===== src/rtl/eimw_pkg.sv =====
// shared types, constants and a helper function for the motor speed bus writer
package eimw_pkg;

  // configuration register indexes
  typedef enum logic [2:0] {
    REG_MODE          = 3'd0,
    REG_GROUP_ADDRESS = 3'd1,
    REG_FRONT_ADDRESS = 3'd2,
    REG_REAR_ADDRESS  = 3'd3,
    REG_LEFT_ADDRESS  = 3'd4,
    REG_RIGHT_ADDRESS = 3'd5,
    REG_HOLD_TICKS    = 3'd6
  } cfg_reg_t;

  localparam int unsigned CfgIndexWidth = 3;
  localparam int unsigned CfgDataWidth  = 8;

  // register reset values
  localparam logic       MODE_RST          = 1'b0;
  localparam logic [7:0] GROUP_ADDRESS_RST = 8'h10;
  localparam logic [7:0] FRONT_ADDRESS_RST = 8'h52;
  localparam logic [7:0] REAR_ADDRESS_RST  = 8'h54;
  localparam logic [7:0] LEFT_ADDRESS_RST  = 8'h58;
  localparam logic [7:0] RIGHT_ADDRESS_RST = 8'h56;
  localparam logic [7:0] HOLD_TICKS_RST    = 8'd2;

  // acknowledge flag bits
  localparam logic [4:0] FLAG_FRONT = 5'h01;
  localparam logic [4:0] FLAG_LEFT  = 5'h02;
  localparam logic [4:0] FLAG_RIGHT = 5'h04;
  localparam logic [4:0] FLAG_REAR  = 5'h08;
  localparam logic [4:0] FLAG_GROUP = 5'h10;

  // configuration as seen by the bus engine
  typedef struct packed {
    logic       mode;
    logic [7:0] group_address;
    logic [7:0] front_address;
    logic [7:0] rear_address;
    logic [7:0] left_address;
    logic [7:0] right_address;
    logic [7:0] hold_ticks;
  } cfg_t;

  // one tick of input
  typedef struct packed {
    logic       frame_request;
    logic [7:0] front_speed;
    logic [7:0] rear_speed;
    logic [7:0] left_speed;
    logic [7:0] right_speed;
    logic       clock_line;
    logic       data_line;
  } in_item_t;

  // one tick of result
  typedef struct packed {
    logic       clock_pull_low;
    logic       data_pull_low;
    logic       busy_res;
    logic       frame_done;
    logic [4:0] ack_flags;
  } out_item_t;

  // flag bit for a controller in front, rear, left, right order
  function automatic logic [4:0] target_flag(input logic [1:0] idx);
    logic [4:0] flag;
    unique case (idx)
      2'd0:    flag = FLAG_FRONT;
      2'd1:    flag = FLAG_REAR;
      2'd2:    flag = FLAG_LEFT;
      default: flag = FLAG_RIGHT;
    endcase
    return flag;
  endfunction

endpackage


===== src/rtl/eimw_cfg_regs.sv =====
// configuration register file of the motor speed bus writer
module eimw_cfg_regs (
  input  logic                                  clk,
  input  logic                                  rst_n,
  input  logic                                  cfg_we,
  input  logic [eimw_pkg::CfgIndexWidth-1:0]    cfg_index,
  input  logic [eimw_pkg::CfgDataWidth-1:0]     cfg_wdata,
  output eimw_pkg::cfg_t                        cfg
);

  eimw_pkg::cfg_t cfg_r;

  // register writes, indexes past the list are dropped
  always_ff @(posedge clk) begin
    if (!rst_n) begin
      cfg_r.mode          <= eimw_pkg::MODE_RST;
      cfg_r.group_address <= eimw_pkg::GROUP_ADDRESS_RST;
      cfg_r.front_address <= eimw_pkg::FRONT_ADDRESS_RST;
      cfg_r.rear_address  <= eimw_pkg::REAR_ADDRESS_RST;
      cfg_r.left_address  <= eimw_pkg::LEFT_ADDRESS_RST;
      cfg_r.right_address <= eimw_pkg::RIGHT_ADDRESS_RST;
      cfg_r.hold_ticks    <= eimw_pkg::HOLD_TICKS_RST;
    end else if (cfg_we) begin
      unique case (cfg_index)
        eimw_pkg::REG_MODE:          cfg_r.mode          <= cfg_wdata[0];
        eimw_pkg::REG_GROUP_ADDRESS: cfg_r.group_address <= cfg_wdata;
        eimw_pkg::REG_FRONT_ADDRESS: cfg_r.front_address <= cfg_wdata;
        eimw_pkg::REG_REAR_ADDRESS:  cfg_r.rear_address  <= cfg_wdata;
        eimw_pkg::REG_LEFT_ADDRESS:  cfg_r.left_address  <= cfg_wdata;
        eimw_pkg::REG_RIGHT_ADDRESS: cfg_r.right_address <= cfg_wdata;
        eimw_pkg::REG_HOLD_TICKS:    cfg_r.hold_ticks    <= cfg_wdata;
        default: ;
      endcase
    end
  end

  assign cfg = cfg_r;

endmodule


===== src/rtl/eimw_in_stage.sv =====
// input holding register in front of the bus engine
module eimw_in_stage (
  input  logic                clk,
  input  logic                rst_n,
  input  logic                in_valid,
  output logic                in_ready,
  input  eimw_pkg::in_item_t  in_data,
  output logic                item_valid,
  input  logic                item_ready,
  output eimw_pkg::in_item_t  item_data
);

  logic               hold_valid_r;
  logic               hold_valid_nxt;
  eimw_pkg::in_item_t hold_data_r;
  logic               take;

  // refill whenever empty or draining this cycle
  assign in_ready = !hold_valid_r || item_ready;
  assign take     = in_valid && in_ready;

  always_comb begin
    hold_valid_nxt = hold_valid_r;
    if (take) begin
      hold_valid_nxt = 1'b1;
    end else if (item_ready) begin
      hold_valid_nxt = 1'b0;
    end
  end

  // holding register
  always_ff @(posedge clk) begin
    if (!rst_n) begin
      hold_valid_r <= 1'b0;
    end else begin
      hold_valid_r <= hold_valid_nxt;
    end
    if (take) begin
      hold_data_r <= in_data;
    end
  end

  assign item_valid = hold_valid_r;
  assign item_data  = hold_data_r;

endmodule


===== src/rtl/eimw_engine.sv =====
// bus state machine with speed store and result register
module eimw_engine (
  input  logic                clk,
  input  logic                rst_n,
  input  eimw_pkg::cfg_t      cfg,
  input  logic                item_valid,
  output logic                item_ready,
  input  eimw_pkg::in_item_t  item_data,
  output logic                out_valid,
  input  logic                out_ready,
  output eimw_pkg::out_item_t out_data
);

  typedef enum logic [3:0] {
    PH_IDLE, PH_S_REL, PH_S_WAIT, PH_S_HIGH, PH_S_LOW,
    PH_B_DRIVE, PH_B_WAIT, PH_B_HOLD,
    PH_A_REL, PH_A_WAIT, PH_A_HOLD, PH_A_AFTER,
    PH_P_LOW, PH_P_WAIT, PH_P_HOLD, PH_P_END
  } phase_t;

  phase_t              phase_r, phase_nxt;
  logic [3:0]          bit_count_r, bit_count_nxt;
  logic [2:0]          byte_index_r, byte_index_nxt;
  logic [1:0]          target_index_r, target_index_nxt;
  logic [7:0]          delay_count_r, delay_count_nxt;
  logic [7:0]          shift_byte_r, shift_byte_nxt;
  logic [4:0]          flag_bits_r, flag_bits_nxt;
  logic                address_acked_r, address_acked_nxt;
  logic                scl_low_r, scl_low_nxt;
  logic                sda_low_r, sda_low_nxt;
  logic [7:0]          speed_store_r [4];
  logic                store_we;
  logic                done_nxt;
  logic                out_valid_r;
  eimw_pkg::out_item_t out_data_r;
  logic                fire;

  logic [7:0] cnt_inc;
  logic [7:0] hold_eff;
  logic       over;
  logic [7:0] cnt_after;
  logic [3:0] bit_inc;
  logic [7:0] addr_sel;
  logic [1:0] rd_idx;
  logic [7:0] rd_speed;

  // a tick steps when the result register is free or being emptied
  assign item_ready = !out_valid_r || out_ready;
  assign fire       = item_valid && item_ready;

  // delay phase counter, zero hold counts as one tick
  assign cnt_inc   = delay_count_r + 8'd1;
  assign hold_eff  = (cfg.hold_ticks == 8'd0) ? 8'd1 : cfg.hold_ticks;
  assign over      = (cnt_inc >= hold_eff);
  assign cnt_after = over ? 8'd0 : cnt_inc;
  assign bit_inc   = bit_count_r + 4'd1;

  // per-controller address pick
  always_comb begin
    unique case (target_index_r)
      2'd0:    addr_sel = cfg.front_address;
      2'd1:    addr_sel = cfg.rear_address;
      2'd2:    addr_sel = cfg.left_address;
      default: addr_sel = cfg.right_address;
    endcase
  end

  // speed byte for the next data byte
  assign rd_idx   = (byte_index_r == 3'd0) ? (cfg.mode ? target_index_r : 2'd0)
                                           : byte_index_r[1:0];
  assign rd_speed = speed_store_r[rd_idx];

  // next state for one tick
  always_comb begin
    phase_nxt         = phase_r;
    bit_count_nxt     = bit_count_r;
    byte_index_nxt    = byte_index_r;
    target_index_nxt  = target_index_r;
    delay_count_nxt   = delay_count_r;
    shift_byte_nxt    = shift_byte_r;
    flag_bits_nxt     = flag_bits_r;
    address_acked_nxt = address_acked_r;
    scl_low_nxt       = scl_low_r;
    sda_low_nxt       = sda_low_r;
    store_we          = 1'b0;
    done_nxt          = 1'b0;
    unique case (phase_r)
      PH_IDLE: begin
        scl_low_nxt = 1'b0;
        sda_low_nxt = 1'b0;
        if (item_data.frame_request) begin
          store_we          = 1'b1;
          flag_bits_nxt     = 5'd0;
          target_index_nxt  = 2'd0;
          byte_index_nxt    = 3'd0;
          address_acked_nxt = 1'b0;
          delay_count_nxt   = 8'd0;
          phase_nxt         = PH_S_REL;
        end
      end
      PH_S_REL: begin
        sda_low_nxt     = 1'b0;
        delay_count_nxt = cnt_after;
        if (over) phase_nxt = PH_S_WAIT;
      end
      PH_S_WAIT: begin
        scl_low_nxt = 1'b0;
        if (item_data.clock_line) phase_nxt = PH_S_HIGH;
      end
      PH_S_HIGH: begin
        delay_count_nxt = cnt_after;
        if (over) begin
          sda_low_nxt = 1'b1;
          phase_nxt   = PH_S_LOW;
        end
      end
      PH_S_LOW: begin
        delay_count_nxt = cnt_after;
        if (over) begin
          scl_low_nxt    = 1'b1;
          byte_index_nxt = 3'd0;
          shift_byte_nxt = cfg.mode ? addr_sel : cfg.group_address;
          bit_count_nxt  = 4'd0;
          phase_nxt      = PH_B_DRIVE;
        end
      end
      PH_B_DRIVE: begin
        sda_low_nxt = !shift_byte_r[7];
        phase_nxt   = PH_B_WAIT;
      end
      PH_B_WAIT: begin
        scl_low_nxt = 1'b0;
        if (item_data.clock_line) phase_nxt = PH_B_HOLD;
      end
      PH_B_HOLD: begin
        delay_count_nxt = cnt_after;
        if (over) begin
          scl_low_nxt    = 1'b1;
          shift_byte_nxt = {shift_byte_r[6:0], 1'b0};
          bit_count_nxt  = bit_inc;
          if (bit_inc >= 4'd8) begin
            sda_low_nxt = 1'b0;
            phase_nxt   = PH_A_REL;
          end else begin
            phase_nxt = PH_B_DRIVE;
          end
        end
      end
      PH_A_REL: begin
        sda_low_nxt     = 1'b0;
        delay_count_nxt = cnt_after;
        if (over) phase_nxt = PH_A_WAIT;
      end
      PH_A_WAIT: begin
        scl_low_nxt = 1'b0;
        if (item_data.clock_line) phase_nxt = PH_A_HOLD;
      end
      PH_A_HOLD: begin
        delay_count_nxt = cnt_after;
        if (over) begin
          if (byte_index_r == 3'd0) address_acked_nxt = !item_data.data_line;
          scl_low_nxt = 1'b1;
          phase_nxt   = PH_A_AFTER;
        end
      end
      PH_A_AFTER: begin
        delay_count_nxt = cnt_after;
        if (over) begin
          if (byte_index_r == 3'd0) begin
            // address byte done: data follows only on acknowledge
            if (!address_acked_r) begin
              phase_nxt = PH_P_LOW;
            end else begin
              byte_index_nxt = 3'd1;
              shift_byte_nxt = rd_speed;
              bit_count_nxt  = 4'd0;
              phase_nxt      = PH_B_DRIVE;
            end
          end else if (!cfg.mode) begin
            if (byte_index_r < 3'd4) begin
              byte_index_nxt = byte_index_r + 3'd1;
              shift_byte_nxt = rd_speed;
              bit_count_nxt  = 4'd0;
              phase_nxt      = PH_B_DRIVE;
            end else begin
              flag_bits_nxt = flag_bits_r | eimw_pkg::FLAG_GROUP;
              phase_nxt     = PH_P_LOW;
            end
          end else begin
            flag_bits_nxt = flag_bits_r | eimw_pkg::target_flag(target_index_r);
            phase_nxt     = PH_P_LOW;
          end
        end
      end
      PH_P_LOW: begin
        sda_low_nxt     = 1'b1;
        delay_count_nxt = cnt_after;
        if (over) phase_nxt = PH_P_WAIT;
      end
      PH_P_WAIT: begin
        scl_low_nxt = 1'b0;
        if (item_data.clock_line) phase_nxt = PH_P_HOLD;
      end
      PH_P_HOLD: begin
        delay_count_nxt = cnt_after;
        if (over) begin
          sda_low_nxt = 1'b0;
          phase_nxt   = PH_P_END;
        end
      end
      PH_P_END: begin
        delay_count_nxt = cnt_after;
        if (over) begin
          // next controller or end of frame
          if (cfg.mode && (target_index_r < 2'd3)) begin
            target_index_nxt  = target_index_r + 2'd1;
            byte_index_nxt    = 3'd0;
            address_acked_nxt = 1'b0;
            phase_nxt         = PH_S_REL;
          end else begin
            done_nxt         = 1'b1;
            target_index_nxt = 2'd0;
            byte_index_nxt   = 3'd0;
            phase_nxt        = PH_IDLE;
          end
        end
      end
    endcase
  end

  // state, speed store and result register
  always_ff @(posedge clk) begin
    if (!rst_n) begin
      phase_r         <= PH_IDLE;
      bit_count_r     <= 4'd0;
      byte_index_r    <= 3'd0;
      target_index_r  <= 2'd0;
      delay_count_r   <= 8'd0;
      shift_byte_r    <= 8'd0;
      flag_bits_r     <= 5'd0;
      address_acked_r <= 1'b0;
      scl_low_r       <= 1'b0;
      sda_low_r       <= 1'b0;
      out_valid_r     <= 1'b0;
    end else begin
      if (fire) begin
        phase_r         <= phase_nxt;
        bit_count_r     <= bit_count_nxt;
        byte_index_r    <= byte_index_nxt;
        target_index_r  <= target_index_nxt;
        delay_count_r   <= delay_count_nxt;
        shift_byte_r    <= shift_byte_nxt;
        flag_bits_r     <= flag_bits_nxt;
        address_acked_r <= address_acked_nxt;
        scl_low_r       <= scl_low_nxt;
        sda_low_r       <= sda_low_nxt;
        out_valid_r     <= 1'b1;
      end else if (out_ready) begin
        out_valid_r <= 1'b0;
      end
    end
    if (fire) begin
      out_data_r.clock_pull_low <= scl_low_nxt;
      out_data_r.data_pull_low  <= sda_low_nxt;
      out_data_r.busy_res       <= (phase_nxt != PH_IDLE);
      out_data_r.frame_done     <= done_nxt;
      out_data_r.ack_flags      <= flag_bits_nxt;
    end
    if (fire && store_we) begin
      speed_store_r[0] <= item_data.front_speed;
      speed_store_r[1] <= item_data.rear_speed;
      speed_store_r[2] <= item_data.left_speed;
      speed_store_r[3] <= item_data.right_speed;
    end
  end

  assign out_valid = out_valid_r;
  assign out_data  = out_data_r;

`ifndef SYNTHESIS
  // completion tick never reports busy
  a_done_not_busy: assert property (@(posedge clk) disable iff (!rst_n)
    (out_valid_r && out_data_r.frame_done) |-> !out_data_r.busy_res)
    else $error("frame_done with busy_res set");

  // delay counter is cleared whenever the engine sits idle
  a_idle_delay_clear: assert property (@(posedge clk) disable iff (!rst_n)
    (phase_r == PH_IDLE) |-> (delay_count_r == 8'd0))
    else $error("delay counter not cleared in idle");

  // bit counter never passes a full byte
  a_bit_count_range: assert property (@(posedge clk) disable iff (!rst_n)
    bit_count_r <= 4'd8)
    else $error("bit counter out of range");

  // a new frame starts with cleared flags
  a_frame_start_flags: assert property (@(posedge clk) disable iff (!rst_n)
    (fire && (phase_r == PH_IDLE) && item_data.frame_request)
      |=> ((flag_bits_r == 5'd0) && (phase_r == PH_S_REL)))
    else $error("frame start did not clear flags");

  // idle tick without request stays idle
  a_idle_hold: assert property (@(posedge clk) disable iff (!rst_n)
    (fire && (phase_r == PH_IDLE) && !item_data.frame_request)
      |=> (phase_r == PH_IDLE))
    else $error("left idle without a request");
`endif

endmodule


===== src/rtl/esc_i2c_motor_writer.sv =====
// top level of the motor speed bus writer
// a transaction passes the input holding register and then the result register
// throughput: one transaction per cycle while neither side stalls,
// with one result per transaction
// the input holding register and the result register are each one entry deep,
// so either side may stall without losing a tick
// reset: synchronous active-low rst_n clears control state, restores register
// defaults and releases both bus lines; the speed store is loaded at frame start
module esc_i2c_motor_writer (
  input  logic                               clk,
  input  logic                               rst_n,
  input  logic                               in_valid,
  output logic                               in_ready,
  input  eimw_pkg::in_item_t                 in_data,
  output logic                               out_valid,
  input  logic                               out_ready,
  output eimw_pkg::out_item_t                out_data,
  input  logic                               cfg_we,
  input  logic [eimw_pkg::CfgIndexWidth-1:0] cfg_index,
  input  logic [eimw_pkg::CfgDataWidth-1:0]  cfg_wdata
);

  eimw_pkg::cfg_t     cfg;
  logic               item_valid;
  logic               item_ready;
  eimw_pkg::in_item_t item_data;

  // configuration registers
  eimw_cfg_regs u_cfg_regs (
    .clk       (clk),
    .rst_n     (rst_n),
    .cfg_we    (cfg_we),
    .cfg_index (cfg_index),
    .cfg_wdata (cfg_wdata),
    .cfg       (cfg)
  );

  // input register
  eimw_in_stage u_in_stage (
    .clk        (clk),
    .rst_n      (rst_n),
    .in_valid   (in_valid),
    .in_ready   (in_ready),
    .in_data    (in_data),
    .item_valid (item_valid),
    .item_ready (item_ready),
    .item_data  (item_data)
  );

  // bus engine and result register
  eimw_engine u_engine (
    .clk        (clk),
    .rst_n      (rst_n),
    .cfg        (cfg),
    .item_valid (item_valid),
    .item_ready (item_ready),
    .item_data  (item_data),
    .out_valid  (out_valid),
    .out_ready  (out_ready),
    .out_data   (out_data)
  );

endmodule


===== config.mk =====
export PLATFORM = sky130hd
export DESIGN_NAME = esc_i2c_motor_writer
export DESIGN_NICKNAME = d
export VERILOG_FILES = /design/src/rtl/eimw_pkg.sv /design/src/rtl/eimw_cfg_regs.sv /design/src/rtl/eimw_in_stage.sv /design/src/rtl/eimw_engine.sv /design/src/rtl/esc_i2c_motor_writer.sv
export SDC_FILE = /design/constraint.sdc
export NUM_CORES = 1
export LEC_CHECK = 0
export ABC_AREA = 1
export ABC_CLOCK_PERIOD_IN_PS = 6200
export BUFFER_PORTS_ARGS = -buffer_cell sky130_fd_sc_hd__buf_2
export CORE_ASPECT_RATIO = 0.8
export CORE_MARGIN = 2
export CORE_UTILIZATION = 64
export DETAILED_ROUTE_END_ITERATION = 10
export MAX_ROUTING_LAYER = met4
export PLACE_DENSITY_LB_ADDON = 0.25
export SETUP_SLACK_MARGIN = 0.3
export SLEW_MARGIN = 15
export SYNTH_ARGS = -nofsm -noshare
export SYNTH_HDL_FRONTEND = slang
export SYNTH_SLANG_ARGS = --single-unit
export TNS_END_PERCENT = 20

===== constraint.sdc =====
create_clock -name clk -period 6.2 [get_ports clk]
set_input_delay 0.62 -clock clk [delete_from_list [all_inputs] [get_ports clk]]
set_output_delay 0.62 -clock clk [all_outputs]
set_load 0.02 [all_outputs]

==> out/summary.log, run 1 <==
qor: sta.timing.final.hold_violations 0
qor: global_route.first_global_vias 5912
qor: clock_network.clock_tree.htree_level_count 4
qor: sta.fin_setup_tns 0 ns
qor: synth.yosys.area.top_type_share 31.10%
qor: synth.synth_seq_area_share 55.11%
qor: drt.drc_errors 0
qor: clock_network.clock_transition_at_the_register_clock_pins_on_the_worst_setup_and_hold_paths_after_cts 0.07 ns
qor: clock_network.tritoncts_clock_tree yes
qor: die.core.rowCount 34
qor: outcome.run_status finished, final reports clean
qor: die.count_of_boundary_i_o_pins 62
qor: die.die_area 12340 um2
qor: clock_network.cts.root.buffer_cell sky130_fd_sc_hd__clkbuf_16
qor: critical_path.timing.critical_path.cells nand3_1 > nand3b_1 > nand3b_1 > xnor2_1 > ha_1 > a21o_1 > nor2_1 > nand2_1 > inv_1 > nand2_1 > nand2_1 > inv_2 > nand2_2 > nand2_1 > nand2_1 > nor2_1
qor: die.core_area 11020 um2
qor: synth.synth-warning-count 0
qor: die.die_w 123.7 um
qor: global_route.antenna_found_initial 0
qor: die.floorplan.initialDensity 66.60%
qor: critical_path.timing.critical_path.required 6.51 ns
qor: layout.post_route_cells_drive_above_1_share 13.21%
qor: synth.yosys.cell_count.top_type sky130_fd_sc_hd__nand2_1
qor: critical_path.critPathMaxFanout 23
qor: clock_network.cts_buffers 17
qor: clock_network.cts_repair_resize_count 0
qor: synth.syn_area_per_cell 8.435 um2
qor: global_route.gr-usage-all-layers 29.74%
qor: critical_path.critPathArrivalTime 3.78 ns
qor: drt.detail_route.iter0.violations 615
qor: layout.layout.core_utilization 75.09%
qor: sta.slew_headroom 22.24%
qor: critical_path.criticalPathCategory flip-flop to flip-flop
qor: critical_path.critical-path-top-cell-by-count sky130_fd_sc_hd__nand2_1
qor: synth.netlist_instances 870
qor: placement.hpwl 12.01 mm
qor: clock_network.clock_tree.buffer_depth 2
qor: power_and_ir_drop.totalPowerFinal 2.425 mW
qor: global_route.gr-total-overflow 0
qor: sta.unrepaired_setup_endpoints_after_global_routing no
qor: sta.period_needed 3.468 ns
qor: placement.buffer_ports.inserted 61
qor: synth.dominantRegCellSynth sky130_fd_sc_hd__dfxtp_1
qor: synth.synth.lib_cells_used.distinct 39
qor: synth.synth.cells.most_frequent sky130_fd_sc_hd__nand2_1 (169), sky130_fd_sc_hd__nor2_1 (130), sky130_fd_sc_hd__inv_1 (96), sky130_fd_sc_hd__dfxtp_1 (88), sky130_fd_sc_hd__edfxtp_1 (76)
qor: synth.postSynthNetCount 937
qor: critical_path.cpMaxStageDelayCell sky130_fd_sc_hd__dfxtp_1
qor: layout.layout-area-overhead-vs-synth 12.74%
qor: hold_path.timing.hold.worst.class primary input to flip-flop
qor: critical_path.critical_path.max_stage_delay 0.42 ns
qor: global_route.global_route_wire_length_before_repair 27.66 mm
qor: drt.postRouteAntennaNets 0
qor: synth.yosys-top-cells-area sky130_fd_sc_hd__edfxtp_1 (31%), sky130_fd_sc_hd__dfxtp_1 (24%), sky130_fd_sc_hd__nand2_1 (8.6%)
qor: run.maxCapViolations 0
qor: power_and_ir_drop.peakVddDrop 246.3 uV
qor: layout.num-nets-final 993
qor: drt.detail_route.wirelength 16.98 mm
qor: clock_network.worst_skew_pair.late_latency 0.42 ns
qor: synth.ys_async_sr_fraction 0%
qor: global_route.grt_max_degree 67
qor: placement.gpl.final_weighted_congestion 0.8982
qor: power_and_ir_drop.cellLeakagePower 3.617 nW
qor: die.dieHeight 99.78 um
qor: placement.placed_cell_areas 7729 um2
qor: placement.pre_cts_ws 2.809 ns
qor: layout.filler_cells 812
qor: sta.final_min_period_over_clock_period 55.93%
qor: layout.antenna_cells_inserted 0
qor: drt.via_per_inst 5.669
qor: synth.post-synth-top-area-cell sky130_fd_sc_hd__edfxtp_1
qor: clock_network.hold_buffers_post_cts 0
qor: critical_path.critical_path.top_delay_family simple AND/OR/NAND/NOR gates
qor: clock_network.post-cts-setup-buffer-count 0
qor: sta.setup_viol 0
qor: critical_path.critPathLaunchType flip-flop
qor: critical_path.endpoint_kind flip-flop
qor: critical_path.cp.buffers_inverters 2
qor: synth.synth_seq_cells 164
qor: drt.post_drt_wl_per_cell 15.68 um
qor: sta.worst_pin_slew 1.159 ns
qor: sta.max_freq 288.4 MHz
qor: clock_network.cts_num_sinks 164
qor: layout.design_area_final 8273 um2
qor: sta.finClkSkew 0.01035 ns
qor: drt.drt_pre_antenna_iters 5
qor: synth.synth_edf_count 76
qor: power_and_ir_drop.power_density_over_the_cells 293.1 nW/um2
qor: sta.final.setup.worst_slack 2.732 ns
qor: sta.drv_slew 0
qor: synth.syn-cell-area 7338 um2
qor: drt.num_vias 6139
## through the flow
stage / instances / hold WS, ns
floorplan: 870 / 0.4003
global placement: 1051 / 0.4023
detailed placement: 1051 / 0.4054
CTS: 1083 / 0.3616
global route: 1083 / 0.3616
finish: 1083 / 0.3691
## layout by cell type (no fill, tap or decap), types with 3 or more instances in the layout
| master | Yosys | routed |
|---|---|---|
| sky130_fd_sc_hd__buf_4 | 2 | 3 |
| sky130_fd_sc_hd__nand2_1 | 169 | 169 |
| sky130_fd_sc_hd__o22ai_1 | 18 | 18 |
| sky130_fd_sc_hd__or2_2 | 6 | 6 |
| sky130_fd_sc_hd__inv_2 | 12 | 12 |
| sky130_fd_sc_hd__a21oi_1 | 66 | 66 |
| sky130_fd_sc_hd__xor2_1 | 5 | 5 |
| sky130_fd_sc_hd__clkinvlp_4 | 0 | 3 |
| sky130_fd_sc_hd__or2_0 | 3 | 3 |
| sky130_fd_sc_hd__inv_1 | 96 | 96 |
| sky130_fd_sc_hd__nor2_2 | 2 | 3 |
| sky130_fd_sc_hd__dfxtp_1 | 88 | 88 |
| sky130_fd_sc_hd__ha_1 | 16 | 16 |
| sky130_fd_sc_hd__nor2_1 | 130 | 129 |
| sky130_fd_sc_hd__buf_2 | 3 | 61 |
| sky130_fd_sc_hd__nand2_2 | 3 | 3 |
| sky130_fd_sc_hd__nor3_1 | 5 | 5 |
| sky130_fd_sc_hd__nand4_1 | 14 | 14 |
| sky130_fd_sc_hd__o21ai_1 | 18 | 18 |
| sky130_fd_sc_hd__inv_6 | 0 | 5 |
| sky130_fd_sc_hd__o211ai_1 | 6 | 6 |
| sky130_fd_sc_hd__clkbuf_16 | 0 | 17 |
| sky130_fd_sc_hd__nand3_1 | 35 | 35 |
| sky130_fd_sc_hd__o21ai_0 | 55 | 55 |
| sky130_fd_sc_hd__edfxtp_1 | 76 | 76 |
## final cells by class
cell class              count  area, um2  area share [%]
multi-input cells         570       2768           33.45
clock inverters            14      115.1           1.391
inverters                 109      409.1           4.946
well taps                 144      180.2           2.178
flip-flops and latches    164       4044           48.88
repair buffers             64      327.8           3.962
clock buffers              18      429.2           5.188
## layer usage
metal / part of all wire [%] / vias to the layer above / GRT usage, %
li1: - / 2987 / -
met5: 0 / - / -
met2: 48 / 227 / 47.08
met4: 2.4 / 0 / 11.54
met1: 44 / 2882 / 38.45
met3: 6.5 / 43 / 5.114
## sequential cells by signal, summed over array words and instances, names as in the netlist
signal	count
u_cfg_regs.cfg	49
u_in_stage.item_data	35
u_engine.speed_store_r	32
u_engine.out_data	9
u_engine.delay_count_r	8
u_engine.shift_byte_r	8
u_engine.flag_bits_r	5
u_engine.bit_count_r	4
u_engine.phase_r	4
u_engine.byte_index_r	3
u_engine.target_index_r	2
u_engine.address_acked_r	1
u_engine.out_valid	1
u_engine.scl_low_r	1
u_engine.sda_low_r	1
u_in_stage.item_valid	1
## worst paths after layout
kind | start | endpoint | slack (ns) | cells past startpoint
max reg2reg | u_engine.delay_count_r[0] | u_engine.shift_byte_r[5] | 2.73 | 16
min reg2reg | u_in_stage.item_data[31] | u_engine.speed_store_r[0][5] | 0.42 | 0
max | u_engine.delay_count_r[0] | u_engine.shift_byte_r[5] | 2.73 | 16
min | in_data[9] | u_in_stage.item_data[9] | 0.37 | 1
## kinds of logic (layout without fill, tap and decap cells)
family / count (synthesis) / count (layout) / synth area share (%)
xor+xnor: 7 / 7 / 0.8355
buf+inv: 136 / 205 / 7.212
flops: 164 / 164 / 55.11
fa+ha+maj: 16 / 16 / 2.728
simple gates: 375 / 375 / 21.53
compound gates: 172 / 172 / 12.58
## power breakdown
part	switching, mW	internal [mW]	total, mW	leakage [nW]
Sequential	0.0224	1.18	1.20	1.44
Combinational	0.171	0.0761	0.247	1.92
Clock	0.452	0.522	0.974	0.256
Power figures use the tool's default switching activity.
==> inputs of run 2 (changes only) <==
--- a/config.mk
+++ b/config.mk
@@ -5,12 +5,12 @@
 export SDC_FILE = /design/constraint.sdc
 export NUM_CORES = 1
 export LEC_CHECK = 0
-export ABC_AREA = 1
-export ABC_CLOCK_PERIOD_IN_PS = 6200
+export ABC_AREA = 0
+export ABC_CLOCK_PERIOD_IN_PS = 2900
 export BUFFER_PORTS_ARGS = -buffer_cell sky130_fd_sc_hd__buf_2
 export CORE_ASPECT_RATIO = 0.8
 export CORE_MARGIN = 2
-export CORE_UTILIZATION = 64
+export CORE_UTILIZATION = 54
 export DETAILED_ROUTE_END_ITERATION = 10
 export MAX_ROUTING_LAYER = met4
 export PLACE_DENSITY_LB_ADDON = 0.25
==> constraint.sdc (replaced) <==
create_clock -name clk -period 2.9 [get_ports clk]
set_input_delay 0.29 -clock clk [delete_from_list [all_inputs] [get_ports clk]]
set_output_delay 0.29 -clock clk [all_outputs]
set_load 0.02 [all_outputs]
==> run 2 against run 1 <==
Compared with the run above: flip-flop and latch count did not move; sequential share of layout area fell by 1.8 points; synthesized cell count shrank 20%; routed wire length down 2.5%; core utilization decreased by 8.7 points; global-route usage down 4.9 points; first-iteration DRC count down 9.9%.
==> out/summary.log, run 2 <==
qor: sta.final_min_period_over_clock_period 95.18%
qor: sta.finClkSkew 0.009390 ns
qor: sta.slew_headroom 32.37%
qor: die.core_area 12960 um2
qor: synth.netlist_instances 700
qor: global_route.gr-usage-all-layers 24.86%
qor: layout.largest_reg_flops 49
qor: critical_path.criticalPathCategory flip-flop to flip-flop
qor: synth.dominantRegCellSynth sky130_fd_sc_hd__dfxtp_1
qor: synth.synth_edf_count 76
qor: drt.post_drt_wl_per_cell 17.06 um
qor: sta.unrepaired_setup_endpoints_after_global_routing yes
qor: critical_path.timing.critical_path.required 3.26 ns
qor: sta.timing.final.hold_violations 0
qor: die.dieHeight 107.4 um
qor: drt.num_vias 5655
qor: synth.synth.cells.most_frequent sky130_fd_sc_hd__nand2_1 (138), sky130_fd_sc_hd__dfxtp_1 (88), sky130_fd_sc_hd__edfxtp_1 (76), sky130_fd_sc_hd__a21oi_1 (68), sky130_fd_sc_hd__nor2_1 (39)
qor: clock_network.clock_tree.htree_level_count 4
qor: power_and_ir_drop.peakVddDrop 476.0 uV
qor: synth.synth-warning-count 0
qor: clock_network.cts_buffers 17
qor: die.floorplan.initialDensity 55.69%
qor: clock_network.worst_skew_pair.late_latency 0.43 ns
qor: die.die_area 14320 um2
qor: synth.ys_async_sr_fraction 0%
qor: layout.layout.core_utilization 66.43%
qor: global_route.grt_max_degree 40
qor: sta.period_needed 2.760 ns
qor: global_route.gr-total-overflow 0
qor: outcome.run_status finished, final reports clean
qor: sta.setup_viol 0
qor: die.die_w 133.3 um
qor: global_route.global_route_wire_length_before_repair 26.97 mm
qor: drt.via_per_inst 5.830
qor: clock_network.clock_tree.buffer_depth 2
qor: sta.fin_setup_tns 0 ns
qor: drt.detail_route.iter0.violations 554
qor: global_route.antenna_found_initial 0
qor: global_route.first_global_vias 5462
qor: synth.syn-cell-area 7219 um2
qor: sta.final.setup.worst_slack 0.1398 ns
qor: clock_network.clock_transition_at_the_register_clock_pins_on_the_worst_setup_and_hold_paths_after_cts 0.07 ns
qor: die.count_of_boundary_i_o_pins 62
qor: clock_network.cts_num_sinks 164
qor: layout.post_route_cells_drive_above_1_share 23.02%
qor: critical_path.endpoint_kind flip-flop
qor: placement.gpl.final_weighted_congestion 0.9003
qor: hold_path.timing.hold.worst.class primary input to flip-flop
qor: clock_network.cts.root.buffer_cell sky130_fd_sc_hd__clkbuf_16
qor: synth.yosys.area.top_type_share 31.61%
qor: critical_path.critPathMaxFanout 6
qor: synth.synth_seq_area_share 56.01%
qor: synth.synth.lib_cells_used.distinct 70
qor: synth.yosys-top-cells-area sky130_fd_sc_hd__edfxtp_1 (32%), sky130_fd_sc_hd__dfxtp_1 (24%), sky130_fd_sc_hd__nand2_1 (7.2%)
qor: sta.drv_slew 0
qor: synth.syn_area_per_cell 10.31 um2
qor: layout.highest_count_cells_in_the_layout_ignoring_fill_and_taps sky130_fd_sc_hd__nand2_1 (138), sky130_fd_sc_hd__dfxtp_1 (81), sky130_fd_sc_hd__edfxtp_1 (76)
qor: sta.max_freq 362.3 MHz
qor: layout.antenna_cells_inserted 0
qor: run.maxCapViolations 0
qor: clock_network.tritoncts_clock_tree yes
qor: power_and_ir_drop.cellLeakagePower 3.332 nW
qor: drt.postRouteAntennaNets 0
qor: layout.filler_cells 989
qor: layout.layout.cells.most_common sky130_fd_sc_hd__nand2_1
qor: power_and_ir_drop.totalPowerFinal 4.924 mW
qor: synth.synth_seq_cells 164
qor: synth.post-synth-top-area-cell sky130_fd_sc_hd__edfxtp_1
qor: layout.layout-area-overhead-vs-synth 19.27%
qor: die.core.rowCount 37
qor: sta.worst_pin_slew 1.007 ns
qor: power_and_ir_drop.power_density_over_the_cells 571.8 nW/um2
qor: synth.yosys.cell_count.top_type sky130_fd_sc_hd__nand2_1
qor: placement.pre_cts_ws 0.04664 ns
qor: critical_path.critPathLaunchType flip-flop
qor: drt.drc_errors 0
qor: drt.detail_route.wirelength 16.55 mm
qor: sta.hold_ws 0.02951 ns
qor: layout.num-nets-final 849
qor: drt.drt_pre_antenna_iters 5
qor: critical_path.critPathArrivalTime 3.12 ns
qor: placement.hpwl 10.74 mm
qor: synth.postSynthNetCount 767
qor: placement.buffer_ports.inserted 61
run 2: repair_timing:
| action | CTS | global route |
|---|---|---|
| pin swaps | 19 | 12 |
| resized for setup | 34 | 14 |
| setup buffers | 13 | 6 |
| setup endpoints to repair | 41 | 45 |
| gates cloned | 2 | 1 |
| hold buffers | 0 | 0 |
run 2: layer usage:
layer | track usage [%] | vias up | wire (um)
met2 | 38.73 | 270 | 7716
li1 | - | 2703 | -
met3 | 6.215 | 35 | 1264
met5 | - | - | 0
met4 | 9.422 | 0 | 390
met1 | 31.71 | 2647 | 7180
run 2: cells by family (layout without fill, tap and decap cells):
kind of cell,count (synthesis),in the layout,synth area share (%)
adders and majority gates,16,16,2.773
muxes,30,30,4.177
xor gates and xnor gates,7,7,0.8492
buffers and inverters,52,146,3.397
AOI/OAI and AO/OA,166,167,15.79
and+or+nand+nor,265,265,17.00
DFF,164,164,56.01
run 2: worst paths after layout:
| path | from | slack [ns] | endpoint | cells past startpoint |
|---|---|---|---|---|
| max | u_engine.delay_count_r[4] | 0.14 | u_engine.scl_low_r | 11 |
| min | in_data[33] | 0.03 | u_in_stage.item_data[33] | 1 |
| max reg2reg | u_engine.delay_count_r[4] | 0.14 | u_engine.scl_low_r | 11 |
| min reg2reg | u_in_stage.item_data[22] | 0.42 | u_engine.speed_store_r[1][4] | 0 |
run 2: area by class of cell:
type	instances	area, um2	area share (%)
flip-flops and latches	164	4055	47.09
multi-input cells	485	3108	36.09
repair buffers	97	600.6	6.975
clock buffers	17	425.4	4.940
well taps	175	219.0	2.543
clock inverters	15	138.9	1.613
inverters	17	63.81	0.7411
run 2: through the flow:
step | instances | cell area, um2
6_report | 970 | 8611
5_1_grt | 970 | 8611
4_1_cts | 963 | 8512
3_5_place_dp | 916 | 7676
3_3_place_gp | 916 | 7676
2_1_floorplan | 700 | 7221
run 2: critical path, cell delays in order (launching register included):
cell and delay [ns]:
sky130_fd_sc_hd__dfxtp_2 0.32, sky130_fd_sc_hd__and3_4 0.18, sky130_fd_sc_hd__and3_4 0.19, sky130_fd_sc_hd__buf_4 0.14, sky130_fd_sc_hd__xor2_1 0.14, sky130_fd_sc_hd__ha_1 0.30
sky130_fd_sc_hd__nand4_1 0.12, sky130_fd_sc_hd__buf_6 0.16, sky130_fd_sc_hd__o311a_4 0.44, sky130_fd_sc_hd__o311a_1 0.36, sky130_fd_sc_hd__a211o_1 0.23, sky130_fd_sc_hd__a21oi_1 0.11
run 2: where the power goes:
group	leakage, nW	internal, mW	switching [mW]	total [mW]
Sequential	1.43	2.49	0.0292	2.52
Clock	0.275	1.13	1.01	2.14
Combinational	1.62	0.0954	0.168	0.263
